$ cat config.mk
export PLATFORM = sky130hd
export DESIGN_NAME = llbp_alu
export DESIGN_NICKNAME = d
export VERILOG_FILES = /design/src/llbp_pkg.sv /design/src/llbp_alu.sv
export SDC_FILE = /design/constraint.sdc
export NUM_CORES = 1
export LEC_CHECK = 0
export ABC_AREA = 0
export BUFFER_PORTS_ARGS = -buffer_cell sky130_fd_sc_hd__buf_2
export CAP_MARGIN = 20
export CELL_PAD_IN_SITES_DETAIL_PLACEMENT = 1
export CELL_PAD_IN_SITES_GLOBAL_PLACEMENT = 1
export CORE_MARGIN = 5
export CORE_UTILIZATION = 38
export DETAILED_ROUTE_END_ITERATION = 10
export GPL_TIMING_DRIVEN = 0
export PLACE_DENSITY = 0.94
export SLEW_MARGIN = 20
export SYNTH_ARGS = -nofsm -noshare
export SYNTH_HDL_FRONTEND = slang
export SYNTH_SLANG_ARGS = --single-unit
$ cat constraint.sdc
create_clock -name vclk -period 3.5
set_input_delay 0.175 -clock vclk [all_inputs]
set_output_delay 0.175 -clock vclk [all_outputs]
set_load 0.05 [all_outputs]
$ cat src/llbp_pkg.sv
`timescale 1ns / 1ps
// Shared constants, command and status codes and types for the buffer placement block.
// Used by llbp_alu, the top level and the checker.
package llbp_pkg;

   localparam int NODE_COUNT   = 8;
   localparam int BUFFER_SLOTS = 32;
   localparam int NIDX_W       = (NODE_COUNT > 1) ? $clog2(NODE_COUNT) : 1;
   localparam int SLOT_W       = (BUFFER_SLOTS > 1) ? $clog2(BUFFER_SLOTS) : 1;
   localparam int LOAD_W       = 48;
   localparam int ID_W         = 48;
   localparam int SIZE_W       = 32;
   localparam int TYPE_W       = 16;
   localparam int NODE_W       = 3;
   localparam logic [LOAD_W-1:0] LOAD_MAX = {LOAD_W{1'b1}};

   localparam logic [2:0] CMD_REG     = 3'd0;
   localparam logic [2:0] CMD_UNREG   = 3'd1;
   localparam logic [2:0] CMD_ALLOC   = 3'd2;
   localparam logic [2:0] CMD_FREE    = 3'd3;
   localparam logic [2:0] CMD_LOOKUP  = 3'd4;
   localparam logic [2:0] CMD_MIGRATE = 3'd5;
   localparam logic [2:0] CMD_EVAC    = 3'd6;
   localparam logic [2:0] CMD_READ    = 3'd7;

   localparam logic [2:0] ST_OK        = 3'd0;
   localparam logic [2:0] ST_NOT_FOUND = 3'd1;
   localparam logic [2:0] ST_NO_NODE   = 3'd2;
   localparam logic [2:0] ST_FULL      = 3'd3;
   localparam logic [2:0] ST_NO_IDS    = 3'd4;

   typedef struct packed {
      logic lt;
      logic eq;
   } alu_flags_type;

   typedef enum logic [6:0] {
      S_IDLE  = 7'b0000001,
      S_NSCAN = 7'b0000010,
      S_PLACE = 7'b0000100,
      S_SSCAN = 7'b0001000,
      S_FOUND = 7'b0010000,
      S_SUB   = 7'b0100000,
      S_ADD   = 7'b1000000
   } state_type;

endpackage

$ cat src/llbp_alu.sv
`timescale 1ns / 1ps
// Shared 48-bit compare and saturating add/subtract unit.
// Depends on llbp_pkg.
module llbp_alu (
   input  logic [llbp_pkg::LOAD_W-1:0] a,
   input  logic [llbp_pkg::LOAD_W-1:0] b,
   output llbp_pkg::alu_flags_type     flags,
   output logic [llbp_pkg::LOAD_W-1:0] add_sat,
   output logic [llbp_pkg::LOAD_W-1:0] sub_sat
);

   logic [llbp_pkg::LOAD_W:0] diff;
   logic [llbp_pkg::LOAD_W:0] sum;

   assign diff     = {1'b0, a} - {1'b0, b};
   assign sum      = {1'b0, a} + {1'b0, b};
   assign flags.lt = diff[llbp_pkg::LOAD_W];
   assign flags.eq = (a == b);
   // clamp at both ends
   assign sub_sat  = diff[llbp_pkg::LOAD_W] ? '0 : diff[llbp_pkg::LOAD_W-1:0];
   assign add_sat  = sum[llbp_pkg::LOAD_W] ? llbp_pkg::LOAD_MAX : sum[llbp_pkg::LOAD_W-1:0];

endmodule

# Word-level counts from Yosys, hierarchy flattened
# Index checks and enable logic that the tools add are counted.
# W data, S select, Z words.
# word_totals
out_inout_bits,98
ff_bits,0
input_bits,96
# classes
add_sub_neg,2
eq_ne,1
muxes,2
# ops
cell,count
$mux W48,2
$add A48 B48 Y49,1
$sub A48 B48 Y49,1
$eq A48 B48 Y1,1

# Depth between registers and ports, before layout
# Gate-level depths: netlist of the first run.
# depth
word_depth,2
ltp_mapped,14
ltp_nobuf,13

# Worst setup path before layout of the first run
# No wires, ideal clock.
# synth_timing
kind,input to output
startpoint,in b[19] in the netlist's numbering
endpoint,out sub_sat[39] in the netlist's numbering
required_time_ps,3325
path_buffers,2
setup_slack_ps,-179
t_arrival_ps,3504
cell_stages,12
cell_sequence,inv_1 ha_1 buf_6 inv_4 or4_4 or4_4 o21ai_4 a211oi_1 or2_0 buf_2 and3_2 nor3_1
# synth_via
elab_chain_cells,2
# synth_lines
element,line,text
from (decl),llbp_alu.sv:6,"input logic [llbp_pkg::LOAD_W-1:0] b,"
$sub A48 B48 Y49,llbp_alu.sv:15,"assign diff = {1'b0, a} - {1'b0, b};"
$mux W48,llbp_alu.sv:20,assign sub_sat = diff[llbp_pkg::LOAD_W] ? '0 : diff[llbp_pkg::LOAD_W-1:0];
to (decl),llbp_alu.sv:9,output logic [llbp_pkg::LOAD_W-1:0] sub_sat
# Every way passes these cells.

# Worst setup path after layout of the first run
# layout_timing
startpoint,in b[28] in the netlist's numbering
endpoint,out sub_sat[2] in the netlist's numbering
# Same word-level chain as after synthesis.

==> metrics.txt, run 1 <==
Core Rows=47; Chip Width=between 100 and 150 µm; Max-Cap Viols=0; maximum fanout along the worst path=10; Total GRT Usage=between 20% and 30%; Syn Nets=1,217; storage element area=0 µm²; Data required, critical path=3.32 ns; ANT cells=0; yosys warns=0; period utilisation layout=101%; CTS Hold Buffers Added=0; Setup TNS=-0.0424 ns; Max VDD drop=0.216 mV; post-synthesis cell area=0.00644 mm²; Pwr Total=between 2 and 3 mW; Distinct cells, synth=74; Syn Inst Count=approximately 1,000; Vias=8,887; Hold Crit Class=input pin to primary output; run status=finished with violations; Setup CP Type=input pin to primary output; sequential element share of the synthesized area=0%; failing checks=setup timing; Avg Vias per Cell=about 6; setup violators final=2; Setup crit end=sub_sat[2]; die height=140 µm; antenna violations before repair=0; commonest non-fill, non-tap cells in the layout=buf_2, nor2_1, a21oi_1; Starting Density=~39%; Detail Route Antenna Nets=0; final hold vios=0; Post-Place Cells=~1,400; layout sequential cell count=0; # clk buffers=0; average size of a mapped cell=approximately 6.3 µm²; commonest non-fill, non-tap cell in the layout=buf_2; CORE AREA=approximately 0.017 mm²; startpoint types=input pin; Worst slew margin=between 50% and 60%; DRT iter0 DRCs=~580; final non-filler cell total=between 1,000 and 1,500; worst setup path start=b[28]; routed wire length=30,500 µm; GP Congestion=~0.95; Port Buffers=194; final worst slack=-0.0395 ns; drt pass-1 iters=5; Power Density=303 mW/mm²; first-pass GRT wire length=around 46,000 µm; io pins=between 150 and 200; minimum clock period=roughly 3.5 ns; NumNets Final=between 1,000 and 1,500; largest net degree at the start of global routing=11; RSZ-0062 raised after global routing=yes; vias in the first global route=9,138; Max Slew Vio Count=0; Lkg Pwr=between 4 and 5 nW; wire per inst=20.8 µm; critical path arrival=3.36 ns; Final HPWL DP=between 20,000 and 25,000 µm; CP Capture Type=primary output; share of layout cells above drive strength 1=around 28%; Worst Tran Pin Value=around 0.65 ns; die area=0.0197 mm²; DRC errors left=0; Syn-to-layout area delta=33.3%; FMAX=around 280 MHz; grt total ovfl=0
==> through the flow <==
step                      cell area, µm²  utilization (%)  worst slack, ns  hold WS (ns)
after floorplan                     6450                -           -0.116         0.675
after global placement              7690             46.4           -0.722         0.885
after detailed placement            7690             46.4           -0.785         0.894
after CTS                           8130             49.0         0.000658         0.895
after global routing                8590             51.8           -0.127         0.932
final                               8590             51.8          -0.0395         0.887
==> Yosys cell counts (4+ instances only) <==
library cell	n	area [µm²]
o221ai_1	4	35.0
xnor2_1	60	526
nor4_1	11	68.8
o211ai_1	5	37.5
nand4_1	13	81.3
buf_4	7	52.6
a221oi_1	4	35.0
inv_1	96	360
a31oi_1	10	62.6
buf_1	4	15.0
inv_2	4	15.0
ha_1	96	1200
nor2b_1	16	100
o31ai_1	15	113
or3_1	10	62.6
a41oi_1	4	35.0
a21o_1	16	120
nor3_1	33	165
a21oi_1	106	531
a211oi_1	13	97.6
nand2_1	81	304
o2111ai_1	4	35.0
o21ai_0	57	285
nand3b_1	8	60.1
nand2b_1	20	125
o21bai_1	25	188
buf_2	21	105
clkbuf_1	23	86.3
or4_1	7	52.6
a21boi_0	5	37.5
and2_1	10	62.6
o22ai_1	6	37.5
or2_2	4	25.0
and3_1	11	68.8
xor2_1	11	96.3
nand3_1	23	115
nor2_1	116	435
a2111oi_0	5	43.8
==> critical path: stages <==
cell	delay [ns]
buf_2	0.09
inv_1	0.04
ha_1	0.28
clkbuf_1	0.37
inv_1	0.26
nor3_1	0.40
a21oi_1	0.14
nor2_1	0.27
o41ai_4	0.14
nand2_2	0.13
inv_2	0.05
clkbuf_4	0.21
buf_4	0.24
nor3_1	0.26
clkbuf_4	0.30
==> cell families (layout without fill, tap and decap cells) <==
kind of cell               count (synthesis)  count (layout)  synth area share (%)
muxes                                      3               3                 0.486
xor gates and xnor gates                  71              71                  9.65
buffers and inverters                    158             385                  10.2
and+or+nand+nor                          376             376                  28.5
adders and majority gates                 98              98                  19.3
AOI/OAI and AO/OA                        317             317                  31.9
==> what timing repair did <==
action,CTS,global route
cloned,1,0
setup buffers,15,19
setup endpoints to repair,95,93
pin swaps,8,24
resized for setup,78,98
==> worst min path at each step <==
stage	endpoint	start	slack, ns	depth (start not counted)
floorplan	sub_sat[1]	b[1]	0.68	2
finish	sub_sat[0]	b[0]	0.89	4
detailed placement	add_sat[0]	b[0]	0.89	4
global route	sub_sat[0]	b[0]	0.93	4
global placement	sub_sat[0]	b[0]	0.89	4
CTS	add_sat[0]	b[0]	0.90	4
==> routing by layer <==
| metal | vias to the layer above | GRT usage [%] | wire, µm | share of wire, % |
|---|---|---|---|---|
| met2 | 429 | 50.0 | 14900 | 49 |
| met3 | 103 | 2.62 | 2000 | 6.6 |
| li1 | 4067 | - | - | - |
| met5 | - | 0 | 0 | 0 |
| met4 | 0 | 9.08 | 1240 | 4.1 |
| met1 | 4288 | 33.6 | 12400 | 40 |
==> cell type report <==
type               count  area [µm²]
fillers             2280        8000
inverters            102         385
multi-input cells    865        6180
plain buffers         54         342
repair buffers       229        1400
well taps            220         275
==> power breakdown <==
group | switching, mW | total, mW | internal (mW)
sequential | 0 | 0 | 0
clock | 0 | 0 | 0
combinational | 1.79 | 2.60 | 0.805
Power figures use the tool's default switching activity.
==> run 2: changes to the inputs <==
--- a/config.mk
+++ b/config.mk
@@ -15,6 +15,7 @@
 export DETAILED_ROUTE_END_ITERATION = 10
 export GPL_TIMING_DRIVEN = 0
 export PLACE_DENSITY = 0.94
+export SETUP_SLACK_MARGIN = 0.4
 export SLEW_MARGIN = 20
 export SYNTH_ARGS = -nofsm -noshare
 export SYNTH_HDL_FRONTEND = slang
==> metrics.txt, run 2 (synthesis gave the netlist of run 1 again) <==
run status=finished with violations; failing checks=setup timing; final worst slack=-1.04 ns (-1.00 ns); Power Density=350 mW/mm² (+15%); DRT iter0 DRCs=1,881 (+230%); min-delay src=b[0]; Gate power share=100.0% (about the same); CTS Hold Buffers Added=0 (unchanged); commonest non-fill, non-tap cell in the layout=buf_2; Total GRT Usage=31.6% (+4.2 points); share of total power in the clock network=0% (unchanged); Multi-input gate area=0.00744 mm² (+20%); DR top layer=met5; Final HPWL DP=23,900 µm (+3.0%); FILL cells=1,938 (-15%); Pwr Total=3.95 mW (+52%); Syn-to-layout area delta=75.4%; GP Congestion=0.939 (-0.90%); WHS=0.888 ns (+0.00160 ns); Net Sw Frac=64.9% (-4.1 points); DRC errors left=0 (unchanged); Max Slew Vio Count=0 (unchanged); setup violators final=97 (+95); period utilisation layout=130% (+29 points); Seq pwr share=0% (unchanged); antenna violations before repair=1 (+1); CP Capture Type=primary output; drt pass-1 iters=8 (+3); Starting Density=38.8% (unchanged); Vias=11,650 (+31%); layout sequential cell count=0 (unchanged); critical path arrival=4.37 ns (+1.01 ns); CORE AREA=0.0166 mm² (unchanged); routed wire length=56,700 µm (+86%); startpoint types=input pin; Max-Cap Viols=0 (unchanged); M1 WL=17,500 µm (+42%); Lkg Pwr=4.97 nW (+21%); FMAX=220 MHz (-22%); vias in the first global route=9,912 (+8.5%); first-pass GRT wire length=52,200 µm (+14%); largest net degree at the start of global routing=11 (unchanged); # clk buffers=0 (unchanged); share of layout cells above drive strength 1=43.2% (+16 points); dpl ws=-0.477 ns (+0.308 ns); Switch Pwr=2.56 mW (+43%); Setup CP Type=input pin to primary output; final non-filler cell total=1,527 (+3.9%); die height=140 µm (unchanged); Max VDD drop=0.255 mV (+18%); wire per inst=37.1 µm (+79%); io pins=194 (unchanged); minimum clock period=4.54 ns (+1.00 ns); Int Pwr=1.39 mW (+72%); NumNets Final=1,501 (+3.8%); RSZ-0062 raised after global routing=yes; die area=0.0197 mm² (unchanged); Hold Crit Class=input pin to primary output; final hold vios=0 (unchanged); Chip Width=140 µm (unchanged); met2 wire length=23,600 µm (+58%); Data required, critical path=3.32 ns (about the same); commonest non-fill, non-tap cells in the layout=buf_2, a21oi_1, buf_4; Worst slew margin=24.1% (-32 points); maximum fanout along the worst path=10 (unchanged); Setup TNS=-54.18 ns (-54.14 ns); storage element area=0 µm² (unchanged); post-route cell area=0.0113 mm² (+32%); Post-Place Cells=1,437 (unchanged); Avg Vias per Cell=7.63 (+26%); Detail Route Antenna Nets=0 (unchanged); Port Buffers=194 (unchanged); grt total ovfl=0 (unchanged); worst setup path start=b[18]; met3 wire length=7470 µm (+270%); Worst Tran Pin Value=1.13 ns (+0.478 ns); Core Rows=47 (unchanged); dpl cell area=0.00808 mm² (+5.0%); Finished Core Util=68.1% (+16 points)
==> run 2: critical path, stage by stage <==
cell and delay, ns:
buf_2 0.09, inv_1 0.06, ha_4 0.33, buf_6 0.17, nor3b_1 0.10, o31ai_1 0.87
a21oi_2 0.36, nor3_4 0.41, o21ai_4 0.17, o311ai_4 0.48, nand2_2 0.17, a31oi_4 0.23
buf_12 0.21, buf_12 0.13, buf_12 0.15, nand2_8 0.07, buf_8 0.17
==> run 2: final timing paths <==
path     endpoint  slack (ns)  cells after the start
max   add_sat[22]       -1.04                     17
min    sub_sat[0]        0.89                      4
==> run 2: power groups by stage <==
stage,sequential [mW],clock (mW),combinational [mW]
after floorplan,0,0,1.84
after global placement,0,0,2.40
after detailed placement,0,0,2.46
after CTS,0,0,2.87
after global routing,0,0.0000000382,3.97
final,0,0.000000133,3.95
==> run 2: area by class of cell <==
type / instances / area share [%]
antenna: 2 / 0.0443
buffer: 56 / 4.64
inverter: 102 / 3.53
multi-input combinational: 865 / 65.8
tap: 220 / 2.44
timing repair buffer: 282 / 23.5
==> run 2: timing repair <==
action | in CTS | in global routing
buffers inserted | 41 | 39
hold endpoints to repair | 0 | 0
cloned | 1 | 7
pin swaps | 43 | 93
endpoints found under the setup margin | 97 | 97
gates resized for setup | 255 | 384
==> run 2: metal layers <==
layer / global-route usage, % / vias up
li1: - / 4192
met1: 36.9 / 5225
met2: 57.9 / 1491
met3: 3.51 / 740
met4: 14.0 / 2
met5: 0 / -
==> run 3: changes to the inputs <==
--- a/config.mk
+++ b/config.mk
@@ -11,10 +11,11 @@
 export CELL_PAD_IN_SITES_DETAIL_PLACEMENT = 1
 export CELL_PAD_IN_SITES_GLOBAL_PLACEMENT = 1
 export CORE_MARGIN = 5
-export CORE_UTILIZATION = 38
+export CORE_UTILIZATION = 40
 export DETAILED_ROUTE_END_ITERATION = 10
 export GPL_TIMING_DRIVEN = 0
-export PLACE_DENSITY = 0.94
+export MAX_ROUTING_LAYER = met4
+export PLACE_DENSITY_LB_ADDON = 0.08
 export SETUP_SLACK_MARGIN = 0.4
 export SLEW_MARGIN = 20
 export SYNTH_ARGS = -nofsm -noshare
==> constraint.sdc (replaced) <==
create_clock -name vclk -period 5.5
set_input_delay 0.275 -clock vclk [all_inputs]
set_output_delay 0.275 -clock vclk [all_outputs]
set_load 0.05 [all_outputs]
==> metrics.txt, run 3 (synthesis gave the netlist of run 1 again) <==
startpoint types=input pin; grt total ovfl=0 (unchanged); die height=137 µm (-2.4%); final hold vios=0 (unchanged); maximum fanout along the worst path=10 (unchanged); die area=0.0187 mm² (-4.6%); postcts setup bufs=0 (-100%); Critical Path Most Common Cell=buf_2; Max-Cap Viols=0 (unchanged); Detail Route Antenna Nets=0 (unchanged); worst path cell trace=buf_2, ha_1, fa_1, nor2b_1, o311ai_1, a31oi_1, a41o_1, and4_1, o311ai_1, nand2_1, a31oi_2, buf_2, buf_4, nand2_1, buf_2; # resized after CTS=0 (-100%); ANT cells=0 (-2); share of layout cells above drive strength 1=20.2% (-23 points); Max Slew Vio Count=0 (unchanged); Hold Crit Class=input pin to primary output; Core Rows=46 (-2.1%); final non-filler cell total=1,433 (-6.2%); CTS Hold Buffers Added=0 (unchanged); CORE AREA=0.0158 mm² (-4.6%); Starting Density=40.7% (+1.9 points); Port Buffers=194 (unchanged); Data required, critical path=5.22 ns (+1.90 ns); M1 WL=11,600 µm (-34%); Setup CP Type=input pin to primary output; Lkg Pwr=3.76 nW (-24%); largest net degree at the start of global routing=11 (unchanged); DR top layer=met4; Max VDD drop=0.161 mV (-37%); storage element area=0 µm² (unchanged); # clk buffers=0 (unchanged); DRT iter0 DRCs=566 (-70%); Post-Place Cells=1,433 (-0.28%); CP Capture Type=primary output; routed wire length=26,400 µm (-53%); met3 wire length=1260 µm (-83%); minimum clock period=about 4.5 ns; FMAX=~220 MHz; NumNets Final=1,413 (-5.9%); CP max-delay cell=o311ai_1; Worst slew margin=33.5% (+9.4 points); Avg Vias per Cell=5.75 (-25%); Power Density=190 mW/mm² (-46%); RSZ-0062 raised after global routing=no; Final HPWL DP=22,600 µm (-5.5%); commonest non-fill, non-tap cells in the layout=buf_2, nor2_1, a21oi_1; Vias=8,243 (-29%); Worst Tran Pin Value=0.992 ns (-0.137 ns); Multi-input gate area=0.00579 mm² (-22%); commonest non-fill, non-tap cell in the layout=buf_2; Chip Width=137 µm (-2.4%); dpl ws=1.09 ns (+1.57 ns); DRC errors left=0 (unchanged); period utilisation layout=about four fifths; first-pass GRT wire length=41,900 µm (-20%); wire per inst=18.5 µm (-50%); antenna violations before repair=0 (-1); final worst slack=0.992 ns (+2.04 ns); Total GRT Usage=27.9% (-3.8 points); io pins=194 (unchanged); critical path arrival=4.23 ns (-0.14 ns); run status=finished, final reports clean; Setup TNS=0 ns (+54.18 ns); Syn-to-layout area delta=19.3%; Max stage delay on crit path=0.42 ns (-0.45 ns); Finished Core Util=48.5% (-20 points); FILL cells=2,254 (+16%); drt pass-1 iters=5 (-3); met2 wire length=12,900 µm (-45%); GP Congestion=0.933 (-0.64%); layout sequential cell count=0 (unchanged); vias in the first global route=8,270 (-17%); setup violators final=0 (-100%)
-- run 3: cell count changes in the layout (fill, tap and decap cells not counted), moves of 15 or more --
cell,previous run,this run
buf_6,68,1
o21ai_0,42,57
nand2_4,33,0
nand2_1,41,81
buf_8,48,0
nor2_1,77,116
a21oi_1,90,106
buf_4,83,7
ha_4,19,0
buf_2,93,215
ha_1,76,96
nor2_4,35,0
-- run 3: routing by layer --
layer	GRT usage (%)	vias up
met5	-	-
met4	5.65	0
met3	1.40	43
met2	48.5	263
met1	36.1	3932
li1	-	4005
-- run 3: stage by stage --
stage	power [mW]	cell area, µm²	hold WS (ns)
2_1_floorplan	1.07	6440	0.875
3_3_place_gp	1.43	7680	1.08
3_5_place_dp	1.45	7680	1.10
4_1_cts	1.46	7680	1.10
5_1_grt	1.57	7680	1.14
6_report	1.46	7680	1.09
-- run 3: final cells by class --
type | count | share of cell area [%]
Timing Repair Buffer | 194 | 12.6
Buffer | 56 | 3.52
Multi-Input combinational cell | 865 | 75.3
Inverter | 102 | 5.02
Tap cell | 216 | 3.52
-- run 3: report_power, final --
group	switching [mW]	leakage [nW]	total (mW)	internal, mW
combinational	1.05	3.76	1.46	0.412
sequential	0	0	0	0
clock	0	0	0	0
total	1.05	3.76	1.46	0.412
-- run 3: worst paths after layout --
check,startpoint,end,slack (ns),cells past startpoint
setup / recovery,a[0],add_sat[22],0.99,15
hold / removal,b[0],add_sat[0],1.09,4
-- run 3: critical path, delay by kind of cell --
kind / cells / cell delay, ns
AO/OA/AOI/OAI: 5 / 1.68
buffers and inverters: 4 / 0.92
adder cells (fa/ha/maj): 2 / 0.61
AND/OR/NAND/NOR: 4 / 0.72
